[src/rtl/fcr_div.sv]
// Pipelined restoring divider, one quotient bit per stage, with sideband payload.
`timescale 1ns / 1ps
module fcr_div #(
    parameter int NW = 58,
    parameter int DW = 42,
    parameter int QW = 16,
    parameter int SW = 8
) (
    input  logic          clk,
    input  logic          rst_n,
    input  logic          en,
    input  logic          vld_in,
    input  logic [NW-1:0] num_in,
    input  logic [DW-1:0] den_in,
    input  logic [SW-1:0] side_in,
    output logic          vld_out,
    output logic [QW-1:0] quo_out,
    output logic [SW-1:0] side_out
);

    localparam int TW = ((NW > DW + QW) ? NW : DW + QW) + 1;

    logic [NW-1:0] rem_reg  [QW];
    logic [DW-1:0] den_reg  [QW];
    logic [QW-1:0] quo_reg  [QW];
    logic [SW-1:0] side_reg [QW];
    logic [QW-1:0] vld_reg;

    for (genvar g = 0; g < QW; g++) begin : g_stage
        localparam int I = QW - 1 - g;
        logic [NW-1:0] rem_i;
        logic [DW-1:0] den_i;
        logic [QW-1:0] quo_i;
        logic [SW-1:0] side_i;
        logic          vld_i;
        logic [TW-1:0] trial;
        logic          ge;
        logic [NW-1:0] rem_next;
        logic [QW-1:0] quo_next;

        if (g == 0) begin : g_first
            assign rem_i  = num_in;
            assign den_i  = den_in;
            assign quo_i  = '0;
            assign side_i = side_in;
            assign vld_i  = vld_in;
        end
        else begin : g_rest
            assign rem_i  = rem_reg[g-1];
            assign den_i  = den_reg[g-1];
            assign quo_i  = quo_reg[g-1];
            assign side_i = side_reg[g-1];
            assign vld_i  = vld_reg[g-1];
        end

        always_comb
        begin
            trial    = TW'(den_i) << I;
            ge       = TW'(rem_i) >= trial;
            rem_next = ge ? NW'(TW'(rem_i) - trial) : rem_i;
            quo_next = ge ? (quo_i | (QW'(1) << I)) : quo_i;
        end

        always_ff @(posedge clk or negedge rst_n)
        begin
            if (!rst_n)
            begin
                vld_reg[g] <= 1'b0;
            end
            else if (en)
            begin
                vld_reg[g] <= vld_i;
            end
        end

        always_ff @(posedge clk)
        begin
            if (en)
            begin
                rem_reg[g]  <= rem_next;
                den_reg[g]  <= den_i;
                quo_reg[g]  <= quo_next;
                side_reg[g] <= side_i;
            end
        end
    end

    assign vld_out  = vld_reg[QW-1];
    assign quo_out  = quo_reg[QW-1];
    assign side_out = side_reg[QW-1];

endmodule
[config.mk]
export PLATFORM = sky130hd
export DESIGN_NAME = fcr_div
export DESIGN_NICKNAME = d
export VERILOG_FILES = /design/src/rtl/fcr_div.sv
export SDC_FILE = /design/constraint.sdc
export NUM_CORES = 2
export LEC_CHECK = 0
export ABC_CLOCK_PERIOD_IN_PS = 7550
export BUFFER_PORTS_ARGS = -buffer_cell sky130_fd_sc_hd__buf_2
export CAP_MARGIN = 20
export CORE_MARGIN = 2
export CORE_UTILIZATION = 25
export CTS_CLUSTER_DIAMETER = 100
export CTS_CLUSTER_SIZE = 10
export DETAILED_ROUTE_END_ITERATION = 8
export GPL_TIMING_DRIVEN = 0
export SKIP_CTS_REPAIR_TIMING = 1
export SLEW_MARGIN = 20
export SYNTH_ARGS = -nofsm -noshare
export SYNTH_HDL_FRONTEND = slang
export SYNTH_SLANG_ARGS = --single-unit
[constraint.sdc]
create_clock -name clk -period 7.55 [get_ports clk]
set_input_delay 1.51 -clock clk [delete_from_list [all_inputs] [get_ports clk]]
set_output_delay 1.51 -clock clk [all_outputs]
set_load 0.02 [all_outputs]
==> impl_metrics.ini <==
[logic_synthesis]
ys_seq_area_frac = 0.520
synth_flop_cell = edfxtp_1
synth_area_mm2 = 0.103
ys_ff_latch = 1780
synthArstFlopShare = 0.00899
netlist.area_leader.share = 0.516
ys_top_cells_by_area = edfxtp_1 (52%), ha_1 (8.2%), a21oi_1 (4.3%), o21ai_0 (3.5%), xnor2_1 (3.2%)
syn_inst = 9705
syn_nets = 10504
synth_warnings = 0
yosysUniqueCellTypes = 100
synth_area_per_cell_um2 = 10.6
synth_edf_count = 1764
synth_top_area_cell = edfxtp_1

[worst_hold_path]
worstHoldStart = quo_reg[0][93]
hp-class = reg -> reg
hold_end = quo_reg[0][109]
hold_path_depth = 0

[clock_tree]
cts-htree-levels = 4
cts_sinks = 1780
clkTransAtPathRegs_ps = 60
clock-root-buffer = clkbuf_16
cts_buffers = 204
cts_buffer_depth = 4
clkLatencyLatePin_ps = 930
tritoncts = built

[detailed_routing]
vias = 71313
wirelength_um = 264000
drt_iter0_markers = 4190
firstDrtPassIters = 7
wl_per_cell_um = 17.0
ant_nets = 0
viasPerCell = 4.59
drc = 0

[worst_setup_path]
cp_top_family = compound AO/OA/AOI/OAI gates
critPathKind = reg -> reg
r2r-end = rem_reg[0][226]
end_kind = flop
arrival_ps = 6460
crit_path_frequent_cell = o21ai_0
crit_chain = inv_1 > ha_1 > inv_1 > fa_1 > a211oi_1 > o21ai_0 > a21oi_1 > o21ai_0 > o211ai_1 > a31oi_1 > a211oi_1 > clkbuf_1 > clkbuf_1 > nand2_1 > o21ai_0
reg2regPathDepth = 15
start_kind = flop
cp_data_required_time_ps = 8270
reg2reg_from = rem_reg[0][128]
slowest_stage = a211oi_1
crit_buf_inv = 4
reg2reg_slack_ps = 1810
max_stage_delay_ps = 750
crit_fanout = 10

[timing]
hold_viol_final = 0
rsz0062_at_grt = no
finalCritPeriodShare = 0.760
slew_viol_final = 0
max_freq_mhz = 174
slew_headroom = 0.168
period_minus_slack_ps = 5740
final.setup.tns_ps = 0
setup_slack_ps = 1810
worst_slew_pin_slew_ps = 1230
whs_ps = 407
skew_ps = 73.5
setup_viol = 0

[status]
status = complete, no violations

[job]
drv_cap = 0

[placement]
routabilityCongestion = 0.929
post-dp-hpwl_um = 207000
portBuffers = 136
dp_slack_ps = 1070

[finish]
area_growth_syn_to_layout_pct = 13.1
layout_common_cells = edfxtp_1 (1764), a21oi_1 (886), inv_1 (873)
drive_gt1_frac = 0.0576
fin_nets = 10865
fillers = 42780
final_common_cell = edfxtp_1
largest_register_ffs = 870

[power]
power_mw = 43.6
vdd_drop_max_v = 0.000184
power.density_mw_per_mm2 = 376
leakagePower_nw = 44.5

[global_routing]
grt.overflow.total = 0
grt_max_degree = 153
antenna_found_initial = 4
grt_pass1_wl_um = 408000
track_usage = 0.123
grt_pass1_vias = 71804

[floorplanning]
row_count = 235
die_x_um = 645
die_y_um = 645
start_util = 0.251
core_region_area_mm2 = 0.409
die_area_mm2 = 0.416
pin_count = 137
[routing by layer]
| metal | up-vias | part of all wire | GRT usage |
|---|---|---|---|
| met5 | - | 0 | 0 |
| met4 | 0 | 0.074 | 0.0826 |
| met3 | 624 | 0.037 | 0.0145 |
| met2 | 1615 | 0.46 | 0.207 |
| met1 | 32833 | 0.43 | 0.149 |
| li1 | 36241 | - | - |
[per-stage QoR]
stage,area [um^2],util,std cells
4_1_cts,116000,0.283,15546
6_report,116000,0.283,15548
3_3_place_gp,110000,0.269,15292
2_1_floorplan,103000,-,9705
5_1_grt,116000,0.283,15547
3_5_place_dp,111000,0.270,15311
[how the worst max path moves through the flow]
stage | startpoint | to | slack (ps) | cells after the start
finish | rem_reg[0][128] | rem_reg[0][226] | 1810 | 15
global placement | en | den_reg[0][14] | -23380 | 1
detailed placement | en | rem_reg[0][28] | 1070 | 8
CTS | rem_reg[0][128] | rem_reg[0][223] | 1560 | 15
global route | rem_reg[0][128] | rem_reg[0][223] | 1480 | 15
floorplan | den_in[13] | rem_reg[0][16] | 3020 | 13
[worst reg2reg max path: stages (launching register included)]
cell and delay (ps):
edfxtp_1 370, inv_1 80, ha_1 160, inv_1 50
fa_1 420, a211oi_1 350, o21ai_0 250, a21oi_1 270
o21ai_0 340, o211ai_1 540, a31oi_1 270, a211oi_1 750
clkbuf_1 670, clkbuf_1 740, nand2_1 150, o21ai_0 120
[cell type report]
cell class,instances,area (um^2),share of cell area
sequential,1780,53400,0.460
timing repair buffer,155,1100,0.00949
inverter,876,3290,0.0284
multi-input combinational,6695,44600,0.384
clock buffer,216,5190,0.0448
antenna,2,5.00,0.0000431
clock inverter,19,226,0.00195
buffer,354,1390,0.0120
tap,5451,6820,0.0588
[where the power goes]
part / switching [mW] / internal [mW] / total [mW]
combinational: 11.4 / 7.62 / 19.0
sequential: 1.61 / 14.3 / 15.9
clock: 3.85 / 4.85 / 8.70
total: 16.8 / 26.8 / 43.6
[Yosys cell counts, drive strengths merged, types with 16 or more instances]
| master | count |
|---|---|
| nor3 | 128 |
| nand2 | 857 |
| nor3b | 20 |
| xnor2 | 378 |
| nand2b | 76 |
| nor2 | 548 |
| a211o | 18 |
| or4 | 28 |
| nand3 | 198 |
| o21a | 93 |
| a31oi | 69 |
| xor2 | 292 |
| and4 | 16 |
| a21boi | 24 |
| o21bai | 129 |
| inv | 873 |
| a221oi | 20 |
| nor2b | 92 |
| or3 | 44 |
| nor4 | 90 |
| and3 | 66 |
| a211oi | 64 |
| clkbuf | 286 |
| o21ai | 748 |
| a2111oi | 37 |
| or2 | 24 |
| and2 | 45 |
| ha | 672 |
| mux2 | 85 |
| buf | 68 |
| a21oi | 886 |
| o211ai | 58 |
| edfxtp | 1764 |
| dfrtp | 16 |
| nand4 | 172 |
| a21o | 399 |
| o31ai | 50 |
[logic make-up (layout without fill, tap and decap cells)]
family | after synthesis | after routing | synth area share
multiplexers | 91 | 91 | 0.00991
adder cells (fa/ha/maj) | 687 | 687 | 0.0849
AO/OA/AOI/OAI | 2785 | 2785 | 0.167
flip-flops | 1780 | 1780 | 0.520
other | 0 | 2 | 0
buffers and inverters | 1230 | 1620 | 0.0456
AND/OR/NAND/NOR | 2462 | 2462 | 0.115
XOR/XNOR | 670 | 670 | 0.0572
(Power assumes the default switching activity.)
